**config.mk**
```make
export PLATFORM = sky130hd
export DESIGN_NAME = ipr_ctrl
export DESIGN_NICKNAME = d
export VERILOG_FILES = /design/src/rtl/ipr_pkg.sv /design/src/rtl/ipr_ctrl.sv
export SDC_FILE = /design/constraint.sdc
export NUM_CORES = 1
export LEC_CHECK = 0
export ABC_AREA = 0
export ABC_CLOCK_PERIOD_IN_PS = 1320
export BUFFER_PORTS_ARGS = -buffer_cell sky130_fd_sc_hd__buf_4
export CORE_AREA = 5 5 42 44
export DETAILED_ROUTE_END_ITERATION = 10
export DIE_AREA = 0 0 47 49
export PLACE_DENSITY_LB_ADDON = 0.05
export SLEW_MARGIN = 30
export SYNTH_ARGS = -nofsm -noshare
export SYNTH_HDL_FRONTEND = slang
export SYNTH_SLANG_ARGS = --single-unit
```
**constraint.sdc**
```tcl
create_clock -name clk -period 1.32 [get_ports clk]
set_clock_uncertainty 0.05 [all_clocks]
set_input_delay 0.396 -clock clk [delete_from_list [all_inputs] [get_ports clk]]
set_output_delay 0.396 -clock clk [all_outputs]
set_load 0.05 [all_outputs]
```
**src/rtl/ipr_pkg.sv**
```systemverilog
// Shared constants, codes and control types for the insertion/promotion
// recency replacement block. No dependencies.
`timescale 1ns / 1ps

package ipr_pkg;

  // Fixed field widths of the request and result ports.
  localparam int OP_W       = 2;
  localparam int SET_W      = 10;
  localparam int WAY_W      = 4;
  localparam int MASK_W     = 16;
  localparam int POS_W      = 4;
  localparam int PROMO_W    = 64;
  localparam int CFG_IDX_W  = 1;
  localparam int CFG_DATA_W = 64;

  // Default geometry.
  localparam int DEF_WAYS     = 16;
  localparam int DEF_NUM_SETS = 1024;

  // Scaling of the reciprocal used to fold the set index into range.
  localparam int RECIP_SH = 20;

  // Operation codes.
  localparam logic [OP_W-1:0] OP_INSERT     = 2'd0;
  localparam logic [OP_W-1:0] OP_HIT        = 2'd1;
  localparam logic [OP_W-1:0] OP_INVALIDATE = 2'd2;
  localparam logic [OP_W-1:0] OP_VICTIM     = 2'd3;

  // Configuration register indexes.
  localparam logic [CFG_IDX_W-1:0] REG_INSERT_POS = 1'd0;
  localparam logic [CFG_IDX_W-1:0] REG_PROMO_MAP  = 1'd1;

  // Commands from the controller to the datapath.
  typedef struct packed {
    logic capture;  // register a new request
    logic read;     // resolve the set address and read its order
    logic update;   // write back the new order and register the result
    logic clr_wr;   // write the identity order during the clearing pass
  } ipr_cmd_t;

  // Status from the datapath to the controller.
  typedef struct packed {
    logic clr_last; // clearing pass is at its last set
  } ipr_stat_t;

endpackage

```
**src/rtl/ipr_ctrl.sv**
```systemverilog
// Controller state machine for the recency replacement block.
// Depends on ipr_pkg for the command and status types.
`timescale 1ns / 1ps

module ipr_ctrl (
  input  logic              clk,
  input  logic              rst,
  input  logic              start,
  output logic              busy,
  output ipr_pkg::ipr_cmd_t cmd,
  input  ipr_pkg::ipr_stat_t stat
);
  import ipr_pkg::*;

  localparam logic [1:0] S_CLEAR = 2'd0;
  localparam logic [1:0] S_IDLE  = 2'd1;
  localparam logic [1:0] S_ADDR  = 2'd2;
  localparam logic [1:0] S_UPD   = 2'd3;

  logic [1:0] state;
  logic [1:0] state_next;
  logic       accept;

  // A new request may enter while the previous one writes back.
  assign busy   = (state == S_CLEAR) || (state == S_ADDR);
  assign accept = start && !busy;

  always_comb begin
    state_next  = state;
    cmd         = '0;
    cmd.capture = accept;
    unique case (state)
      S_CLEAR: begin
        cmd.clr_wr = 1'b1;
        if (stat.clr_last) state_next = S_IDLE;
      end
      S_IDLE: begin
        if (accept) state_next = S_ADDR;
      end
      S_ADDR: begin
        cmd.read   = 1'b1;
        state_next = S_UPD;
      end
      S_UPD: begin
        cmd.update = 1'b1;
        state_next = accept ? S_ADDR : S_IDLE;
      end
      default: state_next = S_CLEAR;
    endcase
  end

  always_ff @(posedge clk) begin
    if (rst) begin
      state <= S_CLEAR;
    end else begin
      state <= state_next;
    end
  end

  a_read_then_update: assert property (@(posedge clk) disable iff (rst)
    cmd.read |=> cmd.update)
    else $error("read not followed by update");

  a_clear_after_reset: assert property (@(posedge clk) disable iff (rst)
    $past(rst) |-> (busy && !cmd.update))
    else $error("block not clearing after reset");

  a_capture_leads_read: assert property (@(posedge clk) disable iff (rst)
    cmd.capture |=> cmd.read)
    else $error("captured request not read");

endmodule

```
==> results of run 1 <==
-- per-layer routing --
metal | vias to the layer above | global-route usage (%) | part of all wire, %
met3 | 0 | 3.32 | 9.1
met2 | 5 | 4.30 | 51
met5 | - | 0 | 0
met4 | 0 | 4.15 | 0
li1 | 57 | - | -
met1 | 50 | 3.72 | 40
-- through the flow --
step | cells | hold slack, ps | util (%)
after CTS | 38 | 279 | 17.1
after floorplan | 11 | 424 | -
after global routing | 38 | 278 | 17.5
final | 38 | 286 | 17.5
after global placement | 34 | 527 | 12.5
after detailed placement | 34 | 526 | 12.5
-- repair_timing --
action	4_1_cts	5_1_grt
endpoints found under the setup margin	5	4
gates resized for setup	11	2
buffers inserted	1	0
gates cloned	0	0
pin swaps	1	2
-- power by group through the flow --
stage / registers, mW / logic [mW] / clock network, mW
3_5_place_dp: 0.0743 / 0.0796 / 0
4_1_cts: 0.0758 / 0.0934 / 0.144
6_report: 0.0741 / 0.0940 / 0.132
3_3_place_gp: 0.0743 / 0.0802 / 0
5_1_grt: 0.0757 / 0.0983 / 0.154
2_1_floorplan: 0.0720 / 0.0564 / 0
-- cell families after synthesis --
kind of cell	Yosys count	share of synthesized area, %
and+or+nand+nor	6	37.2
DFF	2	41.0
buffers and inverters	2	11.5
AOI/OAI and AO/OA	1	10.3
-- cells in the mapped netlist --
master / instances
and2_2: 1
and2_4: 1
buf_4: 1
dfxtp_1: 2
inv_1: 1
nor2_1: 1
nor2b_1: 1
nor3_1: 2
o21ba_1: 1
-- critical path: stages, from the launching register on --
cell and delay [ps]:
dfxtp_4 380, and2_4 160, buf_8 140
-- how the worst min path moves through the flow --
stage                     depth (start not counted)                     to  startpoint  slack (ps)
final                                             2  state[0]$_SDFFE_PP0P_         rst         290
after global routing                              2  state[0]$_SDFFE_PP0P_         rst         280
after CTS                                         2  state[0]$_SDFFE_PP0P_         rst         280
after detailed placement                          2  state[0]$_SDFFE_PP0P_         rst         530
after global placement                            2  state[0]$_SDFFE_PP0P_         rst         530
after floorplan                                   1  state[0]$_SDFFE_PP0P_         rst         420
-- final cells by class --
type,instances,share of cell area (%)
clock buffers,3,9.18
inverters,1,1.53
multi-input cells,7,23.5
flip-flops and latches,2,19.4
well taps,16,8.16
repair buffers,9,38.3
==> run summary, run 1 <==
• finished with violations — status
• setup timing — violations in the final reports
• 47.5 um2 — register cell area after layout
• 175 — Filler Cell Count
• 2 — count of clock tree sinks
• 552 um — first-pass GRT wire length
• input port to flop — worst hold path class
• 3 — number of buffers created by CTS
• 0 — Syn. warnings
• 87.2% — relative slew slack
• dfxtp_1 — largest area contributor in the netlist
• state[0]$_SDFFE_PP0P_ — worst setup path startpoint
• 3 — R2R cell count
• 175 um2 — total cell area at the placement stage
• 0 — remaining global-route overflow
• 190 ps — actual transition at the worst max-transition pin
• 245 um2 — Finished Cell Area
• 36.7 ps — DP Worst Slack
• 318 um — total wire length
• 0 — Ant. Diodes
• 11 — Syn Inst Count
• buf_4 — most frequent standard cell in the layout excluding fill and tap cells
• 8.37 um — detailed-route wire length per cell
• 2 — number of flip-flops under the largest register name
• -21.8 ps — PnR worst setup slack
• 112 — total number of vias
• 0 — number of routed nets with antenna violations
• clkbuf_4 — CTS Root Cell
• 350 ps — setup slack, reg-to-reg
• 6 — maximum fanout along the worst path
• 7 — largest net degree at the start of global routing
• 151% — Syn-to-layout area delta
• state[0]$_SDFFE_PP0P_ — start of the worst register-to-register path
• 870 ps — Worst Path Required
• 8 — Port Buffer Count
• 1 — CTS H-tree lvls
• flop — Worst Setup Start Kind
• 31.2% — switching part of the total power
• -46.8 ps — Total Negative Setup Slacks
• 9 — number of top-level pins
• 1340 ps — Min Clock Period, post-route
• output pin — critical path capture point type
• 0 — Max Cap Violations
• 0.0934 mW — net switching power
• 47 um — width of the chip
• state[1]$_SDFFE_PP0P_ — capture instance of the worst register-to-register path
• yes — CTS tree
• 129 — number of global-route vias before repair
• 2 — FF+latch count, synth
• 28 — nets
• 3 — Setup violations, final
• 0.206 mW — Pint
• 102% — fin crit share
• 0.577 — final RePlAce weighted congestion
• 49 um — Die Height
• 745 MHz — highest attainable clock frequency
• 1220 mW/mm2 — P per Cell Area
• 81.8% — layout cell share with drive strength beyond 1
• 14 — row count
• 31.4% — fraction of power consumed by combinational cells
• 24.7% — register share of total power
• 220 ps — Worst-Skew Late Latency
• yes — unrepaired setup endpoints after global routing
• 0 — number of hold buffers added after CTS
• 41.0% — sequential-to-total area share from yosys stat
• dfxtp_1 (41%), nor3_1 (10%), o21ba_1 (10%) — cell types with the largest area share after synthesis
• 0 — number of antenna violations at the first check in global routing
• 2 — number of design-rule violations left by the first detailed-router iteration
• 0.329 mV — highest ir drop seen on vdd
• 41.0% — area share of the leading cell type in the synthesized netlist
• 900 ps — Arr. time, crit path
• 57.6 um2 — area of the multi-input gates
• cmd[3] — worst setup path end
• 2 — CTS max path bufs
• 9 — library cells used by synthesis
• 0.00140 mm2 — core area
• 0 — Final Max Slew Viols
• 0 — final hold violation count
• 2.95 — drt via density
• 97.6 um2 — synthesized area
• 0.300 mW — Tot Pwr
• 2 — first-pass detailed-route iteration total
• state — register with the highest flop count
• 0 — # DRC
• flop to output pin — kind of critical path
• state: 2 flops — biggest regs
• 0.00230 mm2 — Die Footprint
• 8.87 um2 — Syn Area/Cell
• buf_4 (5), clkbuf_4 (3), buf_8 (3) — highest-count cells in the layout ignoring fill and taps
• 15 — total nets after synthesis
• 3.80% — Global Route Usage Sum
• 6.96% — initial cell density of the core
• 30 ps — Worst-path clk slew
• 0.116 nW — Leakage
• 43.9% — clock share of power
Note: power is estimated with default switching activity, not from simulation.
==> run 2: changes to the inputs <==
--- a/config.mk
+++ b/config.mk
@@ -12,6 +12,7 @@
 export DETAILED_ROUTE_END_ITERATION = 10
 export DIE_AREA = 0 0 47 49
 export PLACE_DENSITY_LB_ADDON = 0.05
+export REMOVE_ABC_BUFFERS = 1
 export SLEW_MARGIN = 30
 export SYNTH_ARGS = -nofsm -noshare
 export SYNTH_HDL_FRONTEND = slang
==> run 2 against run 1 <==
Effect of this change: the flow still finishes with violations (setup timing); die area unchanged; highest routed layer unchanged; critical path type unchanged; clock-buffer cell count unchanged; register-to-register slack about the same; wire length increased by 1.9%; sequential power about the same; largest power group unchanged; power increased by 0.78%; sequential share of layout area decreased by 0.64 points.
==> run summary, run 2 (synthesized netlist as in run 1, its figures left out) <==
• 77.3% — layout cell share with drive strength beyond 1, -4.5 points
• 0 — # DRC, unchanged
• 1 — Buf/Inv on CP, unchanged
• 745 MHz — highest attainable clock frequency, about the same
• 0 — number of hold buffers added after CTS, unchanged
• yes — CTS tree
• 146% — Syn-to-layout area delta
• yes — unrepaired setup endpoints after global routing
• buf_4 — most frequent standard cell in the layout excluding fill and tap cells
• 1 — CTS H-tree lvls, unchanged
• 0 — number of routed nets with antenna violations, unchanged
• flop — Worst Setup Start Kind
• 1340 ps — Min Clock Period, post-route, -0.378 ps
• 0.115 nW — Leakage, -0.64%
• 0 — remaining global-route overflow, unchanged
• 870 ps — Worst Path Required, about the same
• 0.00230 mm2 — Die Footprint, unchanged
• 0.346 mV — highest ir drop seen on vdd, +5.3%
• 49 um — Die Height, unchanged
• 7 — largest net degree at the start of global routing, unchanged
• 30 ps — Worst-path clk slew, about the same
• 3.66% — Global Route Usage Sum, -0.14 points
• 220 ps — Worst-Skew Late Latency, about the same
• 8 — Port Buffer Count, unchanged
• 0 — Max Cap Violations, unchanged
• 17.1% — fin util, -0.36 points
• 0 — Final Max Slew Viols, unchanged
• 34 — cell count after placement, unchanged
• 0.00140 mm2 — core area, unchanged
• 0 — number of design-rule violations left by the first detailed-router iteration, -2
• 0.594 — final RePlAce weighted congestion, +2.8%
• 143 — number of global-route vias before repair, +11%
• -21.4 ps — PnR worst setup slack, +0.378 ps
• 47 um — width of the chip, unchanged
• output pin — critical path capture point type
• 2 — number of flip-flops under the largest register name, unchanged
• 38.3 ps — DP Worst Slack, +1.63 ps
• 28 — nets, unchanged
• state — register with the highest flop count
• 112 — total number of vias, unchanged
• 0.302 mW — Tot Pwr, +0.78%
• 1260 mW/mm2 — P per Cell Area, +2.9%
• 2.95 — drt via density, unchanged
• 240 um2 — Finished Cell Area, -2.0%
• 3 — number of buffers created by CTS, unchanged
• buf_4 (5), clkbuf_4 (3), buf_8 (3) — highest-count cells in the layout ignoring fill and taps
• 2 — CTS max path bufs, unchanged
• 38 — fin cells, unchanged
• 8.53 um — detailed-route wire length per cell, +1.9%
• 900 ps — Arr. time, crit path, about the same
• and2_4 > buf_8 — cell chain of the critical path
• finished with violations — status
• flop to output pin — kind of critical path
• clkbuf_4 — CTS Root Cell
• input port to flop — worst hold path class
• 370 ps — delay of the slowest cell on the worst path, about the same
• 9 — number of top-level pins, unchanged
• 168 ps — actual transition at the worst max-transition pin, -21.6 ps
• 14 — row count, unchanged
• 2 — count of clock tree sinks, unchanged
• 0 — number of antenna violations at the first check in global routing, unchanged
• setup timing — violations in the final reports
• 6 — maximum fanout along the worst path, unchanged
• 102% — fin crit share, about the same
• 170 um2 — total cell area at the placement stage, -2.9%
• dfxtp_4 — standard cell with the maximum stage delay on the critical path
• 0 — Ant. Diodes, unchanged
• 1 — first-pass detailed-route iteration total, -1
• flip-flops — family with the most delay on the worst path
• 6.96% — initial cell density of the core, unchanged
• 0 — final hold violation count, unchanged
• 88.7% — relative slew slack, +1.5 points
• 3 — Setup violations, final, unchanged
• 324 um — total wire length, +1.9%
• 552 um — first-pass GRT wire length, unchanged
• state: 2 flops — biggest regs
## run 2: cell type report
cell class,count,area (um2)
fill,166,1160
timing repair buffer,9,93.8
multi-input combinational,7,55.1
sequential,2,45.0
clock buffer,3,22.5
tap,16,20.0
inverter,1,3.75
## run 2: path summary, 6_finish.rpt
kind / from / to / slack, ps / depth (start not counted)
max: state[0]$_SDFFE_PP0P_ / cmd[3] / -20 / 2
min: rst / state[0]$_SDFFE_PP0P_ / 290 / 2
max reg2reg: state[0]$_SDFFE_PP0P_ / state[1]$_SDFFE_PP0P_ / 350 / 3
min reg2reg: state[1]$_SDFFE_PP0P_ / state[0]$_SDFFE_PP0P_ / 530 / 2
## run 2: repair_timing
item	4_1_cts	5_1_grt
pin swaps	2	2
hold endpoints to repair	0	0
resized for setup	11	2
setup buffers	1	0
endpoints found under the setup margin	5	4
## run 2: power by group
part	internal (mW)	leakage, nW	switching, mW
registers	0.0664	0.0175	0.00783
logic	0.0402	0.0838	0.0535
clock network	0.100	0.0138	0.0339
total	0.207	0.115	0.0952
## run 2: per-layer routing
| layer | up-vias | share of wire (%) | routed length, um | global-route usage (%) |
|---|---|---|---|---|
| met5 | - | 0 | 0 | 0 |
| met4 | 0 | 0 | 0 | 4.15 |
| met3 | 0 | 10 | 34 | 2.58 |
| met2 | 4 | 56 | 183 | 4.75 |
| met1 | 52 | 33 | 107 | 3.28 |
| li1 | 56 | - | - | - |
## run 2: stage by stage
stage	hold WS (ps)	TNS (ps)
floorplan	425	-378
global placement	530	0
detailed placement	530	0
CTS	280	-82.1
global route	291	-187
finish	287	-41.0
==> run 3: changes to the inputs <==
--- a/config.mk
+++ b/config.mk
@@ -11,7 +11,6 @@
 export CORE_AREA = 5 5 42 44
 export DETAILED_ROUTE_END_ITERATION = 10
 export DIE_AREA = 0 0 47 49
-export PLACE_DENSITY_LB_ADDON = 0.05
 export REMOVE_ABC_BUFFERS = 1
 export SLEW_MARGIN = 30
 export SYNTH_ARGS = -nofsm -noshare
==> run 3 against run 2 <==
Effect of this change: the run still ends with setup timing left; via count up 9.8%; core utilization unchanged; power about the same; maximum frequency is essentially flat; die area did not move; hold slack improved by 1.7 ps; combinational power fell by 0.5%; first-iteration DRC count is the same; cell area stayed put; setup slack worse by 0.91 ps; critical path type unchanged.
==> run summary, run 3 (synthesized netlist as in run 1, its figures left out) <==
• finished with violations — status
• 0 — # DRC, unchanged
• 0 — number of routed nets with antenna violations, unchanged
• 0 — number of design-rule violations left by the first detailed-router iteration, unchanged
• 17.1% — fin util, unchanged
• nor2b_4 > buf_8 — cell chain of the critical path
• 0 — final hold violation count, unchanged
• input port to flop — worst hold path class
• output pin — critical path capture point type
• 14 — row count, unchanged
• -22.3 ps — PnR worst setup slack, -0.909 ps
• 0.434 mV — highest ir drop seen on vdd, +25%
• 30 ps — Worst-path clk slew, about the same
• 8 — Port Buffer Count, unchanged
• state — register with the highest flop count
• 870 ps — Worst Path Required, about the same
• 350 ps — delay of the slowest cell on the worst path, -20 ps
• 900 ps — Arr. time, crit path, about the same
• 3.86% — Global Route Usage Sum, +0.21 points
• 9 — number of top-level pins, unchanged
• 28 — nets, unchanged
• 0 — number of hold buffers added after CTS, unchanged
• buf_4 — most frequent standard cell in the layout excluding fill and tap cells
• 0.0953 mW — net switching power, about the same
• 102% — fin crit share, about the same
• setup timing — violations in the final reports
• 34 — cell count after placement, unchanged
• 38 — fin cells, unchanged
• 8.00 um — detailed-route wire length per cell, -6.2%
• 77.3% — layout cell share with drive strength beyond 1, unchanged
• 552 um — first-pass GRT wire length, unchanged
• 3 — Setup violations, final, unchanged
• 289 ps — worst hold-check slack, +1.65 ps
• 170 um2 — total cell area at the placement stage, unchanged
• 1340 ps — Min Clock Period, post-route, +0.909 ps
• 240 um2 — Finished Cell Area, unchanged
• dfxtp_2 — standard cell with the maximum stage delay on the critical path
• 1 — first-pass detailed-route iteration total, unchanged
• 1 — CTS H-tree lvls, unchanged
• 89.2% — relative slew slack, +0.49 points
• 24.8% — register share of total power, +0.2 points
• cmd[2] — worst setup path end
• 0.00230 mm2 — Die Footprint, unchanged
• 3 — R2R cell count, unchanged
• 7 — largest net degree at the start of global routing, unchanged
• 1260 mW/mm2 — P per Cell Area, about the same
• 146% — Syn-to-layout area delta, unchanged
• state[0]$_SDFFE_PP0P_ — start of the worst register-to-register path
• 0 — Final Max Slew Viols, unchanged
• 0 — Max Cap Violations, unchanged
• buf_4 (5), clkbuf_4 (3), buf_8 (3) — highest-count cells in the layout ignoring fill and taps
• 30.8% — fraction of power consumed by combinational cells, -0.2 points
• 47 um — width of the chip, unchanged
• 745 MHz — highest attainable clock frequency, about the same
• 44.4% — clock share of power, about the same
• 0 — Ant. Diodes, unchanged
• yes — CTS tree
• 2 — CTS max path bufs, unchanged
• state[1]$_SDFFE_PP0P_ — worst setup path startpoint
• 0 — number of antenna violations at the first check in global routing, unchanged
• 2 — count of clock tree sinks, unchanged
• 304 um — total wire length, -6.2%
• 6.96% — initial cell density of the core, unchanged
• 0 — remaining global-route overflow, unchanged
• 2 — number of flip-flops under the largest register name, unchanged
• 0.115 nW — Leakage, unchanged
• yes — unrepaired setup endpoints after global routing
• 350 ps — setup slack, reg-to-reg, about the same
• 0.00140 mm2 — core area, unchanged
• clkbuf_4 — CTS Root Cell
• 144 — number of global-route vias before repair, +0.70%
• 36.3 ps — DP Worst Slack, -1.96 ps
• 161 ps — actual transition at the worst max-transition pin, -7.34 ps
• 220 ps — Worst-Skew Late Latency, about the same
• 3 — number of buffers created by CTS, unchanged
• 0.302 mW — Tot Pwr, about the same
• 123 — total number of vias, +9.8%
• 0.625 — final RePlAce weighted congestion, +5.3%
• flop to output pin — kind of critical path
• 49 um — Die Height, unchanged
• state: 2 flops — biggest regs
• 4 — maximum fanout along the worst path, -2
• -50.6 ps — Total Negative Setup Slacks, -9.65 ps
• 31.5% — switching part of the total power, about the same
• 3.24 — drt via density, +9.8%
• 0.207 mW — Pint, about the same
• state[1]$_SDFFE_PP0P_ — capture instance of the worst register-to-register path
• flop — Worst Setup Start Kind
[run 3: cell counts in the layout (fill, tap and decap cells not counted)]
Identical to the previous run, type by type.
[run 3: layout make-up]
cell class                      count  area (um2)
Timing Repair Buffer                9        93.8
Inverter                            1        3.75
Tap cell                           16        20.0
Fill cell                         166        1160
Multi-Input combinational cell      7        55.1
Sequential cell                     2        45.0
Clock buffer                        3        22.5
[run 3: critical path: cells and delay by family, from the launching register on]
family | cells | cell delay, ps
flip-flops | 1 | 350
AND/OR/NAND/NOR | 1 | 170
buffers and inverters | 1 | 150
[run 3: how the worst min path moves through the flow]
stage	from	depth (start not counted)	endpoint
2_1_floorplan	rst	1	state[0]$_SDFFE_PP0P_
3_3_place_gp	rst	2	state[0]$_SDFFE_PP0P_
3_5_place_dp	rst	2	state[0]$_SDFFE_PP0P_
4_1_cts	rst	2	state[0]$_SDFFE_PP0P_
5_1_grt	rst	2	state[0]$_SDFFE_PP0P_
6_report	rst	2	state[0]$_SDFFE_PP0P_
[run 3: per-layer routing]
layer  global-route usage [%]  part of all wire (%)
met5                        0                     0
met4                     1.38                     0
met3                     6.27                    24
met2                     3.85                    34
met1                     3.92                    42
[run 3: power by group through the flow]
stage / sequential [mW] / combinational, mW / clock, mW
finish: 0.0749 / 0.0932 / 0.134
global route: 0.0759 / 0.0976 / 0.152
CTS: 0.0744 / 0.0921 / 0.144
detailed placement: 0.0727 / 0.0777 / 0
global placement: 0.0725 / 0.0777 / 0
floorplan: 0.0707 / 0.0528 / 0
[run 3: what timing repair did]
| action | 4_1_cts | 5_1_grt |
|---|---|---|
| pin swaps | 2 | 2 |
| cloned | 0 | 0 |
| setup endpoints to repair | 5 | 4 |
| resized for setup | 12 | 1 |
| buffers inserted | 1 | 0 |
